**src/rtl/core/msrd_pkg.sv**
```systemverilog
// shared types and constants for the minimal standard random draws block
// no dependencies; imported by every module under rtl/core
package msrd_pkg;

  // request kinds
  localparam logic [1:0] FUNC_UNIFORM = 2'd0;
  localparam logic [1:0] FUNC_BOUNDED = 2'd1;
  localparam logic [1:0] FUNC_BITS    = 2'd2;

  // generator constants
  localparam logic [14:0] MULTIPLIER = 15'd16807;
  localparam logic [31:0] MODULUS    = 32'h7FFF_FFFF;
  localparam logic [30:0] SEED_RESET = 31'd1;

  // configuration register map
  localparam logic SEED_REG = 1'b0;

  typedef struct packed {
    logic [1:0]  func;
    logic [31:0] bound;
    logic [4:0]  bit_count;
  } req_t;

  typedef struct packed {
    logic [31:0] draw_value;
    logic [30:0] state_now;
  } rsp_t;

  // one classified request waiting for the back end
  typedef struct packed {
    logic [1:0]  func;
    logic [31:0] bound;
    logic [4:0]  bit_count;
    logic [30:0] state;
  } job_t;

  typedef struct packed {
    logic        load;
    logic [30:0] value;
  } seed_load_t;

  typedef struct packed {
    logic empty;
    logic full;
  } queue_stat_t;

endpackage

```
**src/rtl/core/msrd_front.sv**
```systemverilog
// front end: generator state, one minimal standard step per accepted request
// depends on msrd_pkg
module msrd_front import msrd_pkg::*; (
  input  logic       clk,
  input  logic       rst,
  input  seed_load_t seed,
  input  logic       req_valid,
  output logic       req_stall,
  input  req_t       req,
  input  logic       q_full,
  output logic       push,
  output job_t       job,
  output logic [30:0] gen_state
);

  logic [30:0] state;
  logic [30:0] state_next;
  logic [45:0] prod;
  logic [31:0] folded;

  // state * 16807 folded mod 2^31-1
  always_comb begin
    prod   = 46'(state) * 46'(MULTIPLIER);
    folded = {1'b0, prod[30:0]} + 32'(prod[45:31]);
    if (folded >= MODULUS) begin
      folded = folded - MODULUS;
    end
    state_next = folded[30:0];
  end

  assign req_stall = q_full;
  assign push      = req_valid && !q_full;
  assign gen_state = state;

  always_comb begin
    job.func      = req.func;
    job.bound     = req.bound;
    job.bit_count = req.bit_count;
    job.state     = state_next;
  end

  always_ff @(posedge clk) begin
    if (rst) begin
      state <= SEED_RESET;
    end else if (seed.load) begin
      state <= seed.value;
    end else if (push) begin
      state <= state_next;
    end
  end

endmodule

```
**src/rtl/core/msrd_queue.sv**
```systemverilog
// small fifo between front and back ends
// depends on msrd_pkg
module msrd_queue import msrd_pkg::*; #(
  parameter int DEPTH = 2
) (
  input  logic        clk,
  input  logic        rst,
  input  logic        push,
  input  job_t        din,
  output logic        out_valid,
  input  logic        out_stall,
  output job_t        dout,
  output queue_stat_t stat
);

  localparam int PW = (DEPTH > 1) ? $clog2(DEPTH) : 1;
  localparam int CW = $clog2(DEPTH + 1);

  job_t          mem [DEPTH];
  logic [PW-1:0] wr_ptr;
  logic [PW-1:0] rd_ptr;
  logic [CW-1:0] count;
  logic          pop;

  assign stat.empty = (count == '0);
  assign stat.full  = (count == CW'(DEPTH));
  assign out_valid  = !stat.empty;
  assign pop        = out_valid && !out_stall;
  assign dout       = mem[rd_ptr];

  always_ff @(posedge clk) begin
    if (push) begin
      mem[wr_ptr] <= din;
    end
  end

  always_ff @(posedge clk) begin
    if (rst) begin
      wr_ptr <= '0;
      rd_ptr <= '0;
      count  <= '0;
    end else begin
      if (push) begin
        wr_ptr <= (wr_ptr == PW'(DEPTH - 1)) ? '0 : wr_ptr + 1'b1;
      end
      if (pop) begin
        rd_ptr <= (rd_ptr == PW'(DEPTH - 1)) ? '0 : rd_ptr + 1'b1;
      end
      if (push && !pop) begin
        count <= count + 1'b1;
      end else if (pop && !push) begin
        count <= count - 1'b1;
      end
    end
  end

endmodule

```
**src/rtl/core/msrd_back.sv**
```systemverilog
// back end: bound scaling multiply stage, then result select into output register
// depends on msrd_pkg
module msrd_back import msrd_pkg::*; (
  input  logic clk,
  input  logic rst,
  input  logic q_valid,
  output logic q_stall,
  input  job_t job,
  output logic rsp_valid,
  input  logic rsp_stall,
  output rsp_t rsp
);

  logic        a_valid;
  logic [1:0]  a_func;
  logic [4:0]  a_nbits;
  logic [30:0] a_state;
  logic [62:0] a_prod;
  logic        a_load;
  logic        o_load;
  logic [4:0]  shamt;
  logic [31:0] draw;

  assign o_load  = !rsp_valid || !rsp_stall;
  assign a_load  = !a_valid || o_load;
  assign q_stall = !a_load;

  always_comb begin
    shamt = 5'd31 - a_nbits;
    case (a_func)
      FUNC_UNIFORM: draw = {1'b0, a_state};
      FUNC_BOUNDED: draw = a_prod[62:31];
      FUNC_BITS:    draw = {1'b0, a_state} >> shamt;
      default:      draw = '0;
    endcase
  end

  always_ff @(posedge clk) begin
    if (a_load && q_valid) begin
      a_func  <= job.func;
      a_nbits <= job.bit_count;
      a_state <= job.state;
      a_prod  <= 63'(job.bound) * 63'(job.state);
    end
    if (o_load && a_valid) begin
      rsp.draw_value <= draw;
      rsp.state_now  <= a_state;
    end
  end

  always_ff @(posedge clk) begin
    if (rst) begin
      a_valid   <= 1'b0;
      rsp_valid <= 1'b0;
    end else begin
      if (a_load) begin
        a_valid <= q_valid;
      end
      if (o_load) begin
        rsp_valid <= a_valid;
      end
    end
  end

endmodule

```
**src/rtl/core/minimal_standard_random_draws_top.sv**
```systemverilog
// top level of the minimal standard random draws block
// depends on msrd_pkg, msrd_front, msrd_queue, msrd_back
//
//   channel  direction  handshake            payload
//   req      in         req_valid/req_stall  req_t  {func, bound, bit_count}
//   rsp      out        rsp_valid/rsp_stall  rsp_t  {draw_value, state_now}
//   apb      in/out     psel/penable/pready  start_seed at byte address 0
//
// one request per cycle sustained while rsp_stall stays low; the generator step
// (31x15 multiply plus mersenne fold) in the front end sets that figure
// a result passes through the queue, the scaling stage and the output register
// reset is synchronous: generator state and seed return to 1, queue and pipe empty
// rsp_stall holds the output register; the queue then fills and raises req_stall
module minimal_standard_random_draws_top import msrd_pkg::*; #(
  parameter int QUEUE_DEPTH = 2
) (
  input  logic        clk,
  input  logic        rst,
  // request channel
  input  logic        req_valid,
  output logic        req_stall,
  input  req_t        req,
  // result channel
  output logic        rsp_valid,
  input  logic        rsp_stall,
  output rsp_t        rsp,
  // configuration port
  input  logic        psel,
  input  logic        penable,
  input  logic        pwrite,
  input  logic [2:0]  paddr,
  input  logic [31:0] pwdata,
  output logic [31:0] prdata,
  output logic        pready
);

  logic [30:0] start_seed;
  seed_load_t  seed;
  logic        cfg_wr;

  logic        push;
  job_t        job_in;
  job_t        job_out;
  logic        q_valid;
  logic        q_stall;
  queue_stat_t q_stat;
  logic [30:0] gen_state;

  // config register, always-ready access
  assign pready     = 1'b1;
  assign cfg_wr     = psel && penable && pwrite && pready;
  assign seed.load  = cfg_wr && (paddr[2] == SEED_REG);
  assign seed.value = pwdata[30:0];
  assign prdata     = (paddr[2] == SEED_REG) ? {1'b0, start_seed} : '0;

  always_ff @(posedge clk) begin
    if (rst) begin
      start_seed <= SEED_RESET;
    end else if (seed.load) begin
      start_seed <= seed.value;
    end
  end

  // front end advances the generator and classifies the request
  msrd_front u_front (
    .clk       (clk),
    .rst       (rst),
    .seed      (seed),
    .req_valid (req_valid),
    .req_stall (req_stall),
    .req       (req),
    .q_full    (q_stat.full),
    .push      (push),
    .job       (job_in),
    .gen_state (gen_state)
  );

  // decouples the generator from the scaling pipe
  msrd_queue #(
    .DEPTH (QUEUE_DEPTH)
  ) u_queue (
    .clk       (clk),
    .rst       (rst),
    .push      (push),
    .din       (job_in),
    .out_valid (q_valid),
    .out_stall (q_stall),
    .dout      (job_out),
    .stat      (q_stat)
  );

  // back end scales the state into the result
  msrd_back u_back (
    .clk       (clk),
    .rst       (rst),
    .q_valid   (q_valid),
    .q_stall   (q_stall),
    .job       (job_out),
    .rsp_valid (rsp_valid),
    .rsp_stall (rsp_stall),
    .rsp       (rsp)
  );

  // a seed write lands in the generator state
  a_seed_load: assert property (@(posedge clk) disable iff (rst)
    seed.load |=> gen_state == $past(pwdata[30:0]))
    else $error("seed write not loaded into generator state");

  // a live state always moves to another nonzero state below the modulus
  a_state_step: assert property (@(posedge clk) disable iff (rst)
    (push && !seed.load && gen_state != '0 && {1'b0, gen_state} != MODULUS)
      |=> (gen_state != $past(gen_state) && gen_state != '0
           && {1'b0, gen_state} != MODULUS))
    else $error("generator step left the valid state range");

  // queue status flags are exclusive
  a_queue_flags: assert property (@(posedge clk) disable iff (rst)
    !(q_stat.full && q_stat.empty))
    else $error("queue reported full and empty together");

  // request stall follows the queue fill
  a_stall_full: assert property (@(posedge clk) disable iff (rst)
    req_stall == q_stat.full)
    else $error("request stall out of step with queue fill");

endmodule

```
**config.mk**
```make
export PLATFORM = sky130hd
export DESIGN_NAME = minimal_standard_random_draws_top
export DESIGN_NICKNAME = d
export VERILOG_FILES = /design/src/rtl/core/msrd_pkg.sv /design/src/rtl/core/msrd_front.sv /design/src/rtl/core/msrd_queue.sv /design/src/rtl/core/msrd_back.sv /design/src/rtl/core/minimal_standard_random_draws_top.sv
export SDC_FILE = /design/constraint.sdc
export NUM_CORES = 2
export LEC_CHECK = 0
export BUFFER_PORTS_ARGS = -buffer_cell sky130_fd_sc_hd__buf_2
export CAP_MARGIN = 0
export CORE_MARGIN = 2
export CORE_UTILIZATION = 40
export CTS_BUF_LIST = sky130_fd_sc_hd__clkbuf_4 sky130_fd_sc_hd__clkbuf_8
export CTS_CLUSTER_DIAMETER = 200
export DETAILED_ROUTE_END_ITERATION = 6
export PLACE_DENSITY = 0.63
export SYNTH_ARGS = -nofsm -noshare
export SYNTH_HDL_FRONTEND = slang
export SYNTH_SLANG_ARGS = --single-unit
```
**constraint.sdc**
```tcl
create_clock -name clk -period 19.27 [get_ports clk]
set_input_delay 1.927 -clock clk [delete_from_list [all_inputs] [get_ports clk]]
set_output_delay 1.927 -clock clk [all_outputs]
set_load 0.05 [all_outputs]
```
# --- Word level (Yosys, flattened, before mapping) ---
# Memory sizes are Yosys's and may differ from the RTL's. A register that Yosys moved wholly into a read port is not among the register bits.
# Index checks and enable logic that the tools add are counted.
totals:
  reg_bits: 232
  ramBits: 140
  input_bits: 81
  output_inout_bits: 98
  elab_cells: 63
  n_memories: 1
op_classes:
  add_sub_neg: 7
  multipliers: 2
  n_lt_le_gt_ge: 1
  eq_ne: 3
  shift: 1
  n_mux: 13
  n_bitwise: 1
  n_reduce_logical: 21
mem_list:
  columns: ["memory", "words", "word_bits", "read_ports", "rd_clocked_by_memory_dff", "wr", "line", "text"]
  rows:
  - ["u_queue.mem", 2, 70, 1, 1, 1, "msrd_queue.sv:19", "job_t mem [DEPTH];"]
ops:
  columns: ["op", "n"]
  rows:
  - ["31-bit 2-to-1 mux", 4]
  - ["32-bit case mux with 3 select lines", 1]
  - ["32-bit by 31-bit multiplier with 63-bit output", 1]
  - ["31-bit by 15-bit multiplier with 46-bit output, second input constant", 1]
  - ["31-bit by 15-bit adder with 32-bit output", 1]
  - ["32-bit by 31-bit greater-or-equal comparator with 1-bit output, second input constant", 1]
  - ["31-bit by 5-bit >> shifter with 32-bit output", 1]
  - ["31-bit subtractor, second input constant", 1]
  - ["1-bit logical AND", 8]
  - ["1-bit logical NOT", 7]
  - ["1-bit 2-to-1 mux", 6]
  - ["5-bit subtractor, first input constant", 1]
  - ["2-bit equality test, second input constant", 2]
  - ["2-bit logical NOT", 2]
  - ["2-bit 2-to-1 mux", 2]
  - ["2-bit nonzero test", 2]
  - ["1-bit adder, second input constant", 2]
  - ["2-bit by 1-bit adder with 2-bit output, second input constant", 1]
  - ["2-bit by 1-bit equality test with 1-bit output, second input constant", 1]
  - ["1-bit logical OR", 2]
  - ["2-bit by 1-bit subtractor with 2-bit output, second input constant", 1]
  - ["1-bit NOT", 1]

# --- Depth between registers and ports, before layout ---
logic_depth:
  depth_word: 7
  mapped_depth: 43
  mapped_depth_nobuf: 40

# --- By module ---
# From an unflattened synthesis, not the netlist that was laid out.
hier_totals:
  cells_unflattened: 5723
  area_unflattened_um2: 56135.1
modules_own_cells:
  columns: ["mod", "n_inst", "cells_each", "area_per_inst_um2", "seq_area_each_um2"]
  rows:
  - ["msrd_back", 1, 3958, 37880.1, 4033.9]
  - ["msrd_front", 1, 1351, 11359.6, 620.6]
  - ["msrd_queue", 1, 241, 5247.5, 4304.1]
  - ["minimal_standard_random_draws_top", 1, 173, 1647.8, 620.6]

# --- Worst setup path after synthesis ---
# OpenSTA, ideal clock, no wires.
synth_path:
  path_type: "register -> register"
  from: "register u_front.state[17] (netlist: u_front.gen_state[17])"
  to: "register u_front.state[1] (netlist: u_front.gen_state[1])"
  setup_ps: 132
  arrival_ps: 9537
  slack_ps: 9600
  path_stages_with_launch: 40
  path_buffers: 2
  synth_period_minus_slack_ps: 9670
  path_cell_list: "dfxtp_1 > inv_1 > fa_1 > inv_1 > ha_1 > inv_1 > fa_1 > inv_1 > fa_1 > fa_1 > fa_1 > ha_1 > clkbuf_1 > a211oi_1 > o2111ai_1 > nor2_1 > and3_1 > o41ai_1 > (+4 left out) > o31ai_1 > a2111oi_0 > nor2_1 > ha_1 > clkbuf_1 > nand2_1 > o21ai_0 > a211oi_1 > a21oi_1 > xor3_1 > or4_1 > nor4_1 > o2111a_1 > o2111ai_4 > nand2_2 > mux2_2 > o21ai_0 > a21oi_1"
synth_lines:
  columns: ["item", "line", "text"]
  rows:
  - ["start: declaration", "msrd_front.sv:16", "logic [30:0] state;"]
  - ["start signal: assignment", "msrd_front.sv:46", "state <= seed.value;"]
  - ["start signal: assignment", "msrd_front.sv:48", "state <= state_next;"]

==> metrics.yaml <==
ys_seq_elements: 342
grt.overflow.total: 0
drtIter0Drc: 2911
die_area_um2: 135700
max_clock_freq_mhz: 85.01
status: "completed"
wl_per_cell_um: 21.33
numCtsBuffers: 59
postSynth.asyncResetShare_pct: 0
synth_top_area_share_pct: 37.66
pin_count: 179
hold_class: "flop to flop"
synthCells: 5526
r2r_start: "u_front.gen_state[15]$_SDFFE_PP0P_"
grt_first_pass_wirelength_um: 243200
final_nets: 7133
setup_tns_ns: 0
report.final.hold_viol_count: 0
htreeDepth: 2
synth-seq-area-share_pct: 18.04
drcViolationCount: 0
coreArea_um2: 131600
nFillCells: 12760
areaGrowthSynthToFinish_pct: 7.723
grt_pass1_vias: 40900
synth_top_family_by_area: "adder cells"
post_cts_buffers: 0
rows: 133
worstPathRequired_ns: 19.81
final.min_clock_period_ns: 11.76
arrival_ns: 12.30
ff2ff_setup_slack_ns: 7.51
die_h_um: 368.4
synth_edf_count: 273
grt_max_degree: 71
fin_crit_sh_pct: 61.04
cts_resized: 0
slew-limit-headroom_pct: 14.64
avgSynthCellArea_um2: 9.610
synth_fa_ha_area_share_pct: 48.43
fin_skew_ns: 0.07125
worst_pin_slew_ns: 1.245
syn_area_um2: 53110
synth_top_cells_by_area: "fa_1 38%, edfxtp_1 15%, ha_1 11%, inv_1 8.5%, nand2_1 6.9%"
setup_violations: 0
routed_wl_um: 157800
vias: 38960
cp-start-kind: "flop"
cts_buffer_depth: 3
yosys.area.top_type: "fa_1"
slowest_delay_ns: 0.67
via_per_inst: 5.266
yosysWarnings: 0
clk_latency_ns: 0.72
synthesis.nets: 7063
dp_hpwl_um: 118600
dr.pass1.iters: 6
clock-sinks: 342
hp-start: "start_seed[20]$_SDFFE_PP0P_"
cts_tree: "yes"
slew_viol_final: 0
cts-root-buf: "clkbuf_8"
yosysUniqueCellTypes: 90
critPathKind: "flop to flop"
clkTransAtPathRegs_ns: 0.06
die_w_um: 368.4
worstPathMaxFanout: 15
synthSimpleGateAreaFrac_pct: 12.09
synth_ff_type: "edfxtp_1"
postCtsHoldBufs: 0
synthMuxAreaShare_pct: 3.638
path_common_cell: "fa_1"
endpoint_kind: "flop"
io_buffers: 173
rsz0062_at_grt: "false"
synth_xor_area_share_pct: 1.854
antenna_found_initial: 12
drv_cap: 0
slowest_stage: "o41ai_1"
layout-drive-gt1-share_pct: 8.279
gp_congestion: 0.9296
crit_start: "u_front.gen_state[15]$_SDFFE_PP0P_"
grt_usage_pct: 23.56
synth-compound-area-share_pct: 5.584
ant_nets: 0
start_util_pct: 40.34
==> sequential cells by signal, indices dropped and copies added, names as in the netlist, 2 cells and up, named ones only <==
register,count
u_queue.mem,140
u_back.a_func,2
start_seed,31
u_back.a_state,31
u_queue.count,2
u_front.gen_state,31
u_back.a_nbits,5
u_back.rsp,63
u_back.a_prod,32
==> critical path, delay by kind of cell, from the launching register on <==
family | cells | cell delay (ns)
buffers and inverters | 4 | 0.36
xor gates and xnor gates | 1 | 0.32
AOI/OAI and AO/OA | 14 | 4.64
and+or+nand+nor | 10 | 2.05
DFF | 1 | 0.54
adders and majority gates | 8 | 3.69
==> Yosys cell counts, types with 5 or more instances <==
| master | count |
|---|---|
| a211o_1 | 5 |
| a211oi_1 | 32 |
| a21boi_0 | 7 |
| a21o_1 | 29 |
| a21oi_1 | 178 |
| a21oi_2 | 5 |
| a221oi_1 | 7 |
| a311oi_1 | 7 |
| a31oi_1 | 16 |
| and2_1 | 64 |
| and3_1 | 9 |
| buf_1 | 36 |
| buf_2 | 8 |
| clkbuf_1 | 195 |
| clkinv_1 | 8 |
| dfxtp_1 | 69 |
| edfxtp_1 | 273 |
| fa_1 | 999 |
| ha_1 | 457 |
| inv_1 | 1198 |
| mux2_2 | 64 |
| mux2i_1 | 94 |
| mux4_2 | 12 |
| nand2_1 | 980 |
| nand2b_1 | 16 |
| nand3_1 | 35 |
| nand3b_1 | 5 |
| nand4_1 | 23 |
| nor2_1 | 270 |
| nor2b_1 | 48 |
| nor3_1 | 34 |
| o211a_1 | 5 |
| o211ai_1 | 10 |
| o21a_1 | 12 |
| o21ai_0 | 72 |
| o21ai_1 | 9 |
| o21bai_1 | 5 |
| o22ai_1 | 24 |
| or3_1 | 11 |
| xnor2_1 | 69 |
| xor2_1 | 37 |
==> cell usage in the layout, fill, tap and decap left out, types with 6 or more instances in the layout <==
master     netlist  final
o21ai_1          9      9
dfxtp_1         69     68
nand3_1         35     35
edfxtp_1       273    273
mux4_2          12     12
clkbuf_4         0     12
bufinv_16        0      7
fa_1           999    999
xor2_1          37     37
mux2i_1         94     90
o22ai_1         24     24
a311oi_1         7      7
o211ai_1        10     10
nand2b_1        16     16
nor2_1         270    269
buf_2            8    173
xnor2_1         69     69
nand2_1        980    980
nand4_1         23     23
inv_1         1198   1197
o21a_1          12     12
mux2_2          64     64
clkbuf_8         0     64
and2_1          64     64
buf_4            2     80
a21oi_1        178    178
or3_1           11     11
a211oi_1        32     32
clkinv_2         0      6
a221oi_1         7      7
ha_1           457    457
a21boi_0         7      6
nor3_1          34     34
a31oi_1         16     16
a21o_1          29     29
nor2b_1         48     48
and3_1           9      8
o21ai_0         72     72
clkinv_1         8     17
==> layer usage <==
| metal | track usage (%) | up-vias | wire, um |
|---|---|---|---|
| met4 | 6.970 | 16 | 5260 |
| met5 | 0 | - | 111 |
| met2 | 37.53 | 1741 | 71660 |
| li1 | - | 17150 | - |
| met1 | 31.79 | 19750 | 64680 |
| met3 | 5.814 | 301 | 16130 |
==> worst paths after layout <==
kind	endpoint	depth (start not counted)
setup / recovery	u_front.gen_state[25]$_SDFFE_PP0P_	37
hold / removal	start_seed[20]$_SDFFE_PP0P_	2
setup reg to reg	u_front.gen_state[25]$_SDFFE_PP0P_	37
hold reg to reg	start_seed[20]$_SDFFE_PP0P_	2
==> kinds of logic (layout without fill, tap and decap cells) <==
family	count (synthesis)	in the layout
xor gates and xnor gates	109	109
DFF	342	342
and+or+nand+nor	1528	1528
muxes	170	170
AOI/OAI and AO/OA	465	465
adders and majority gates	1456	1456
buffers and inverters	1454	1569
other	2	4
==> layout make-up <==
class                           count  area, um2  share of cell area, %
Timing Repair Buffer              253       1466                  2.563
Tap cell                         1755       2196                  3.838
Clock inverter                     30      350.3                 0.6124
Multi-Input combinational cell   3730      38090                  66.59
Inverter                         1210       4542                  7.939
Clock buffer                       76      970.9                  1.697
Antenna cell                        2      5.005               0.008749
Sequential cell                   342       9583                  16.75
==> through the flow <==
stage	std cells	instance area, um2	utilization (%)	worst slack (ns)	hold slack, ns
global placement	7290	55880	42.45	7.599	0.4386
detailed placement	7290	55880	42.45	7.511	0.4417
finish	7398	57210	43.46	7.507	0.4528
floorplan	5526	53110	-	9.600	0.4318
CTS	7396	57200	43.46	7.504	0.4503
global route	7397	57200	43.46	6.610	0.4685
Power is not shown: default switching activity piles up to over one toggle a cycle in this logic, so the estimate is an artifact.
